**config.mk**
```make
export PLATFORM = sky130hd
export DESIGN_NAME = mstw_ctrl
export DESIGN_NICKNAME = d
export VERILOG_FILES = /design/src/hdl/minimum_spanning_tree_weight_unit_defines.svh /design/src/hdl/mstw_pkg.sv /design/src/hdl/mstw_ctrl.sv
export SDC_FILE = /design/constraint.sdc
export NUM_CORES = 1
export LEC_CHECK = 0
export ABC_CLOCK_PERIOD_IN_PS = 1800
export BUFFER_PORTS_ARGS = -buffer_cell sky130_fd_sc_hd__buf_2
export CAP_MARGIN = 0
export CELL_PAD_IN_SITES_DETAIL_PLACEMENT = 1
export CELL_PAD_IN_SITES_GLOBAL_PLACEMENT = 1
export CORE_MARGIN = 4
export CORE_UTILIZATION = 36
export DETAILED_ROUTE_END_ITERATION = 16
export PLACE_DENSITY_LB_ADDON = 0.3
export SLEW_MARGIN = 20
export SYNTH_ARGS = -nofsm -noshare
export SYNTH_HDL_FRONTEND = slang
export SYNTH_SLANG_ARGS = --single-unit
export TNS_END_PERCENT = 100
```
**constraint.sdc**
```tcl
create_clock -name clk_i -period 1.8 [get_ports clk_i]
set_input_delay 0.27 -clock clk_i [delete_from_list [all_inputs] [get_ports clk_i]]
set_output_delay 0.27 -clock clk_i [all_outputs]
set_load 0.01 [all_outputs]
```
**src/hdl/minimum_spanning_tree_weight_unit_defines.svh**
```systemverilog
// Assertion macros for the minimum spanning tree weight unit
`ifndef MINIMUM_SPANNING_TREE_WEIGHT_UNIT_DEFINES_SVH
`define MINIMUM_SPANNING_TREE_WEIGHT_UNIT_DEFINES_SVH

`ifndef ASSERT_OFF
`define MSTW_ASSERT(label, prop, msg) \
  label: assert property (@(posedge clk_i) disable iff (!rst_ni) prop) else $error(msg);
`define MSTW_ASSERT_NEVER(label, cond, msg) \
  label: assert property (@(posedge clk_i) disable iff (!rst_ni) !(cond)) else $error(msg);
`else
`define MSTW_ASSERT(label, prop, msg)
`define MSTW_ASSERT_NEVER(label, cond, msg)
`endif

`endif

```
**src/hdl/mstw_pkg.sv**
```systemverilog
package mstw_pkg;

  localparam int DEF_MAX_VERTICES = 64;
  localparam int DEF_MAX_EDGES    = 256;
  localparam int DEF_WEIGHT_BITS  = 16;
  localparam int SUM_W            = 22;

  typedef struct packed {
    logic accept;
    logic load;
    logic init_step;
    logic scan_clr;
    logic min_eval;
    logic take_min;
    logic pick_skip;
    logic find_start;
    logic par_step;
    logic root_a;
    logic unite;
    logic emit;
  } mstw_cmd_t;

  typedef struct packed {
    logic last;
    logic init_done;
    logic i_end;
    logic found;
    logic pick_hit;
    logic at_root;
    logic out_free;
  } mstw_status_t;

endpackage

```
**src/hdl/mstw_ctrl.sv**
```systemverilog
module mstw_ctrl
  import mstw_pkg::*;
(
  input  logic         clk_i,
  input  logic         rst_ni,
  input  logic         in_valid_i,
  output logic         in_ready_o,
  input  mstw_status_t status_i,
  output mstw_cmd_t    cmd_o
);

  typedef enum logic [10:0] {
    S_IDLE   = 11'b00000000001,
    S_INIT   = 11'b00000000010,
    S_MIN_A  = 11'b00000000100,
    S_MIN_B  = 11'b00000001000,
    S_PICK_A = 11'b00000010000,
    S_PICK_B = 11'b00000100000,
    S_FA1    = 11'b00001000000,
    S_FB1    = 11'b00010000000,
    S_FA2    = 11'b00100000000,
    S_FB2    = 11'b01000000000,
    S_DONE   = 11'b10000000000
  } state_e;

  state_e state_q, state_d;

  always_comb begin
    state_d    = state_q;
    cmd_o      = '0;
    in_ready_o = 1'b0;
    case (state_q)
      S_IDLE: begin
        in_ready_o   = 1'b1;
        cmd_o.accept = 1'b1;
        if (in_valid_i) begin
          cmd_o.load = 1'b1;
          if (status_i.last) state_d = S_INIT;
        end
      end
      S_INIT: begin
        cmd_o.init_step = 1'b1;
        if (status_i.init_done) begin
          cmd_o.scan_clr = 1'b1;
          state_d        = S_MIN_A;
        end
      end
      S_MIN_A: begin
        if (status_i.i_end) begin
          if (status_i.found) begin
            cmd_o.take_min = 1'b1;
            state_d        = S_PICK_A;
          end else begin
            state_d = S_DONE;
          end
        end else begin
          state_d = S_MIN_B;
        end
      end
      S_MIN_B: begin
        cmd_o.min_eval = 1'b1;
        state_d        = S_MIN_A;
      end
      S_PICK_A: begin
        if (status_i.i_end) begin
          cmd_o.scan_clr = 1'b1;
          state_d        = S_MIN_A;
        end else begin
          state_d = S_PICK_B;
        end
      end
      S_PICK_B: begin
        if (status_i.pick_hit) begin
          cmd_o.find_start = 1'b1;
          state_d          = S_FA1;
        end else begin
          cmd_o.pick_skip = 1'b1;
          state_d         = S_PICK_A;
        end
      end
      S_FA1: state_d = S_FB1;
      S_FB1: begin
        if (status_i.at_root) begin
          cmd_o.root_a = 1'b1;
          state_d      = S_FA2;
        end else begin
          cmd_o.par_step = 1'b1;
          state_d        = S_FA1;
        end
      end
      S_FA2: state_d = S_FB2;
      S_FB2: begin
        if (status_i.at_root) begin
          cmd_o.unite = 1'b1;
          state_d     = S_PICK_A;
        end else begin
          cmd_o.par_step = 1'b1;
          state_d        = S_FA2;
        end
      end
      S_DONE: begin
        if (status_i.out_free) begin
          cmd_o.emit = 1'b1;
          state_d    = S_IDLE;
        end
      end
      default: state_d = S_IDLE;
    endcase
  end

  always_ff @(posedge clk_i or negedge rst_ni) begin
    if (!rst_ni) begin
      state_q <= S_IDLE;
    end else begin
      state_q <= state_d;
    end
  end

endmodule

```
==> impl_metrics.json, run 1 <==
{
  "status": "finished with violations",
  "violations": "negative setup slack",
  "fin_skew_ns": 0.00174,
  "clockBufferDepth": 2,
  "yosysTopAreaCell": "dfrtp_1",
  "finalInstanceArea_sq_um": 1290,
  "ys_async_sr_fraction_pct": 100,
  "largest_reg_flops": 11,
  "finalHoldViolations": 0,
  "num_vias": 994,
  "post-route-drc-count": 0,
  "synth_simple_gate_area_share_pct": 40.8,
  "dr.first_iter.drc_count": 28,
  "worstPathRequired_ns": 1.53,
  "start_util_pct": 38.4,
  "antenna_found_initial": 0,
  "tns_ns": -4.16,
  "layout-drive-gt1-share_pct": 55.0,
  "ys_warn_count": 0,
  "core_area_sq_um": 2000,
  "ys_seq_area_share_pct": 35.9,
  "via_per_inst": 5.65,
  "synth-edff-count": 0,
  "critPathCaptureType": "primary output",
  "setup_slack_ns": -0.447,
  "fin_nets": 160,
  "gp_congestion": 0.777,
  "synth.avg_cell_area_sq_um": 8.46,
  "fin_util_pct": 64.6,
  "netlist.area_leader.share_pct": 32.5,
  "path_clk_slew_ns": 0.09,
  "synthCells": 91,
  "die_x_microns": 54.2,
  "synth-seq-cells": 11,
  "relSlewSlack_pct": 74.0,
  "tightestPinTransition_ns": 0.385,
  "grt-ovfl-total": 0,
  "hold_slack_ns": 0.157,
  "synth_top_family_by_area": "simple AND/OR/NAND/NOR gates",
  "wirelength_microns": 3360,
  "cts_buffers": 3,
  "std_cell_rows": 16,
  "reg_top3": "state_q: 11 flops",
  "final_common_cell": "buf_4",
  "crit_fanout": 3,
  "grt_max_degree": 12,
  "p_leak_nw": 0.669,
  "portBuffers": 22,
  "slew_viol_final": 0,
  "grt_pass1_vias": 1055,
  "crit_type": "flop to primary output",
  "synth-main-ff-cell": "dfrtp_1",
  "clk_latency_ns": 0.29,
  "io_pins": 23,
  "cts_tree": "built",
  "synthAdderAreaFrac_pct": 1.46,
  "area_delta_synth_final_pct": 68.1,
  "grt_pass1_wl_microns": 5380,
  "synth_compound_area_share_pct": 12.5,
  "filler_cell_count": 245,
  "power_density_nw_per_um2": 1020,
  "drv_cap": 0,
  "hold_path.class": "input port to flop",
  "rsz0062_at_grt": "true",
  "grt_usage_pct": 26.4,
  "max_clock_freq_mhz": 445,
  "start_kind": "flop",
  "setup_viol": 16,
  "wire_per_inst_microns": 19.1,
  "netlist_area_sq_um": 769,
  "synth_top_cells_by_area": "dfrtp_1, nor2_1, nand2_1",
  "min_period_ns": 2.25,
  "die_y_microns": 54.2,
  "yosysUniqueCellTypes": 39,
  "firstDrtPassIters": 4,
  "root_buffer": "clkbuf_4",
  "htree_levels": 1,
  "die_area_sq_um": 2940,
  "multi_input_area_sq_um": 520,
  "area.sequential_sq_um": 280,
  "dpl.hpwl_microns": 2160,
  "arrival_ns": 1.98,
  "layout_common_cells": "buf_4, buf_2, nor2_1",
  "drtAntennaViolNets": 0,
  "place_area_sq_um": 1070,
  "synthMuxAreaShare_pct": 1.30,
  "antenna_cells": 0,
  "regMostFlops": "state_q",
  "period_share_pct": 125,
  "syn-num-nets": 101,
  "synth_xor_area_share_pct": 2.28,
  "clock-sinks": 11,
  "vdd_drop_max_mv": 0.681
}
## report_power, final
group | switching (mW) | internal [mW]
registers | 0.0354 | 0.290
clock network | 0.110 | 0.0864
logic | 0.357 | 0.444
## layout make-up
class                   count  share of cell area, %
inverters                   6                   1.74
repair buffers             58                   31.7
multi-input cells          70                   40.2
flip-flops and latches     11                   21.7
well taps                  27                   2.61
clock buffers               4                   2.03
## cells in the mapped netlist, types with 2 or more instances
library cell / n
o22ai_1: 2
or4_4: 2
nand4_1: 4
nor2b_1: 2
inv_1: 6
and2_1: 2
nor2_1: 14
nand2_1: 10
nand3_1: 3
nor4_2: 2
buf_2: 2
nand3b_1: 2
nor4b_1: 2
dfrtp_1: 10
nor3_1: 3
nor4_1: 2
## cells by family (layout without fill, tap and decap cells)
| family | count (synthesis) | count (layout) |
|---|---|---|
| fa+ha+maj | 1 | 1 |
| compound gates | 12 | 12 |
| mux | 1 | 1 |
| buf+inv | 10 | 68 |
| flops | 11 | 11 |
| simple gates | 54 | 54 |
| xor+xnor | 2 | 2 |
## stage by stage
stage          worst slack (ns)  power (mW)  instances
4_1_cts                  -0.458        1.30        176
2_1_floorplan           0.00377       0.646         91
3_3_place_gp            -0.0489       0.859        159
6_report                 -0.447        1.32        176
5_1_grt                  -0.561        1.40        176
3_5_place_dp             -0.178       0.882        159
## final timing paths
path / from / endpoint / slack, ns / cells after the start
max: state_q[5] / cmd_o[3] / -0.45 / 5
min: status_i[0] / state_q[10] / 0.16 / 2
max reg2reg: state_q[7] / state_q[2] / -0.25 / 6
min reg2reg: state_q[8] / state_q[9] / 0.66 / 1
max in group asynchronous: rst_ni / state_q[0] / 1.16 / 2
min in group asynchronous: rst_ni / state_q[7] / 0.37 / 2
## per-layer routing
metal  vias up  global-route usage (%)  share of wire [%]
met2        40                    47.8                 54
met5         -                       0                  0
met3        14                    4.90                5.1
met1       489                    29.6                 37
met4         0                    12.0                2.9
li1        451                       -                  -
## critical path: stages, from the launching register on
cell,delay [ns]
dfrtp_1,0.41
or4_4,0.57
nor3b_4,0.22
nand3b_1,0.18
a21oi_2,0.17
buf_2,0.15
## what timing repair did
item                       in CTS  in global routing
hold buffers                    1                  0
hold endpoints to repair       10                  0
pin swaps                      10                  7
gates resized for setup        21                  1
setup endpoints to repair      17                 19
buffers inserted               13                  0
cloned                          0                  0
(Power assumes the default switching activity.)
==> run 2, diff against run 1 <==
--- a/config.mk
+++ b/config.mk
@@ -14,6 +14,7 @@
 export CORE_UTILIZATION = 36
 export DETAILED_ROUTE_END_ITERATION = 16
 export PLACE_DENSITY_LB_ADDON = 0.3
+export SETUP_SLACK_MARGIN = 0.5
 export SLEW_MARGIN = 20
 export SYNTH_ARGS = -nofsm -noshare
 export SYNTH_HDL_FRONTEND = slang
==> run 2 against run 1 <==
Against the previous run: the run still ends with negative setup slack left; maximum frequency shrank 3.9%; clock power grew 4%; routed wire length grew 41%; global-route usage grew 4.7 points; worst setup slack lost 0.092 ns; register-to-register slack gained 0.08 ns; critical endpoint is now cmd_o[0].
==> impl_metrics.json, run 2 (synthesis gave the netlist of run 1 again) <==
{
  "gp_congestion": 0.857,
  "post-route-drc-count": 0,
  "clock-sinks": 11,
  "max_clock_freq_mhz": 428,
  "start_kind": "flop",
  "layout_common_cells": "buf_4, buf_2, buf_6",
  "firstDrtPassIters": 4,
  "fin_skew_ns": 0.00881,
  "slew_viol_final": 0,
  "die_area_sq_um": 2940,
  "root_buffer": "clkbuf_4",
  "clk_latency_ns": 0.30,
  "power_density_nw_per_um2": 1130,
  "hold_path.class": "input port to flop",
  "num_vias": 1086,
  "crit_chain": "buf_4, nor4_2, buf_4, nand4_1, nor2_1, buf_2",
  "crit_top_cell": "buf_4",
  "cts_buffers": 3,
  "status": "finished with violations",
  "crit_fanout": 4,
  "drtAntennaViolNets": 0,
  "cpPeakStageDelay_ns": 0.45,
  "vdd_drop_max_mv": 0.678,
  "p_leak_nw": 0.707,
  "relSlewSlack_pct": 75.1,
  "io_pins": 23,
  "rsz0062_at_grt": "true",
  "dp_slack_ns": -0.0738,
  "grt_pass1_vias": 1168,
  "antenna_found_initial": 0,
  "die_x_microns": 54.2,
  "antenna_cells": 0,
  "critPathCaptureType": "primary output",
  "setup_slack_ns": -0.539,
  "fin_nets": 163,
  "worstPathRequired_ns": 1.53,
  "wire_per_inst_microns": 26.4,
  "crit_slowest_cell": "dfrtp_1",
  "setup_viol": 19,
  "crit_type": "flop to primary output",
  "start_util_pct": 38.4,
  "reg_top3": "state_q: 11 flops",
  "dpl.hpwl_microns": 2170,
  "period_share_pct": 130,
  "htree_levels": 1,
  "min_period_ns": 2.34,
  "area.sequential_sq_um": 278,
  "wirelength_microns": 4730,
  "grt-ovfl-total": 0,
  "std_cell_rows": 16,
  "portBuffers": 22,
  "clockBufferDepth": 2,
  "violations": "negative setup slack",
  "final_common_cell": "buf_4",
  "path_clk_slew_ns": 0.10,
  "grt_usage_pct": 31.2,
  "core_area_sq_um": 2000,
  "grt_pass1_wl_microns": 6090,
  "drv_cap": 0,
  "finalHoldViolations": 0,
  "arrival_ns": 2.07,
  "via_per_inst": 6.07,
  "area_delta_synth_final_pct": 82.3,
  "tightestPinTransition_ns": 0.371,
  "largest_reg_flops": 11,
  "regMostFlops": "state_q",
  "fin_util_pct": 70.1,
  "dr.first_iter.drc_count": 42,
  "layout-drive-gt1-share_pct": 61.2,
  "grt_max_degree": 12,
  "multi_input_area_sq_um": 584,
  "die_y_microns": 54.2,
  "filler_cell_count": 217,
  "cts_tree": "built"
}
## run 2: changes by cell type in the layout (fill, tap and decap cells not counted), sizes merged
cell  change
buf       +3
## run 2: final cells by class
type / instances / area share, %
Inverter: 6 / 1.61
Tap cell: 27 / 2.41
Timing Repair Buffer: 61 / 32.6
Clock buffer: 4 / 1.87
Sequential cell: 11 / 19.8
Multi-Input combinational cell: 70 / 41.7
## run 2: final timing paths
kind,startpoint,end,slack (ns),depth (start not counted)
max,state_q[7],cmd_o[0],-0.54,6
min in group asynchronous,rst_ni,state_q[9],0.38,2
max in group asynchronous,rst_ni,state_q[0],1.14,2
min reg2reg,state_q[8],state_q[9],0.76,1
min,status_i[0],state_q[10],0.15,2
max reg2reg,state_q[4],state_q[8],-0.17,6
## run 2: where the power goes
| part | total [mW] | internal, mW | switching (mW) |
|---|---|---|---|
| sequential | 0.329 | 0.289 | 0.0391 |
| clock | 0.205 | 0.0865 | 0.119 |
| combinational | 1.04 | 0.562 | 0.482 |
| total | 1.58 | 0.938 | 0.640 |
## run 2: per-stage QoR
step / area, sq um / power, mW / hold slack [ns] / std cells / setup TNS (ns)
after detailed placement: 1090 / 0.934 / 0.161 / 156 / -0.270
after global routing: 1400 / 1.63 / 0.167 / 179 / -6.26
final: 1400 / 1.58 / 0.148 / 179 / -5.38
after floorplan: 838 / 0.765 / -0.0256 / 91 / 0
after CTS: 1330 / 1.39 / 0.160 / 172 / -3.29
after global placement: 1090 / 0.908 / 0.160 / 156 / -0.0187
## run 2: critical path: cells and delay by family, from the launching register on
family                 cells  cell delay, ns
and+or+nand+nor            3            0.77
buffers and inverters      3            0.55
DFF                        1            0.45
## run 2: metal layers
layer  up-vias  track usage (%)  share of wire, %
met2        70             57.2                47
met4         0             20.7               7.0
met5         -                0                 0
met1       529             31.5                39
li1        456                -                 -
met3        31             5.99               6.6
## run 2: timing repair
item / 4_1_cts / 5_1_grt
hold buffers: 1 / 0
pin swaps: 12 / 11
setup buffers: 11 / 7
hold endpoints to repair: 10 / 0
resized for setup: 24 / 4
endpoints found under the setup margin: 23 / 23
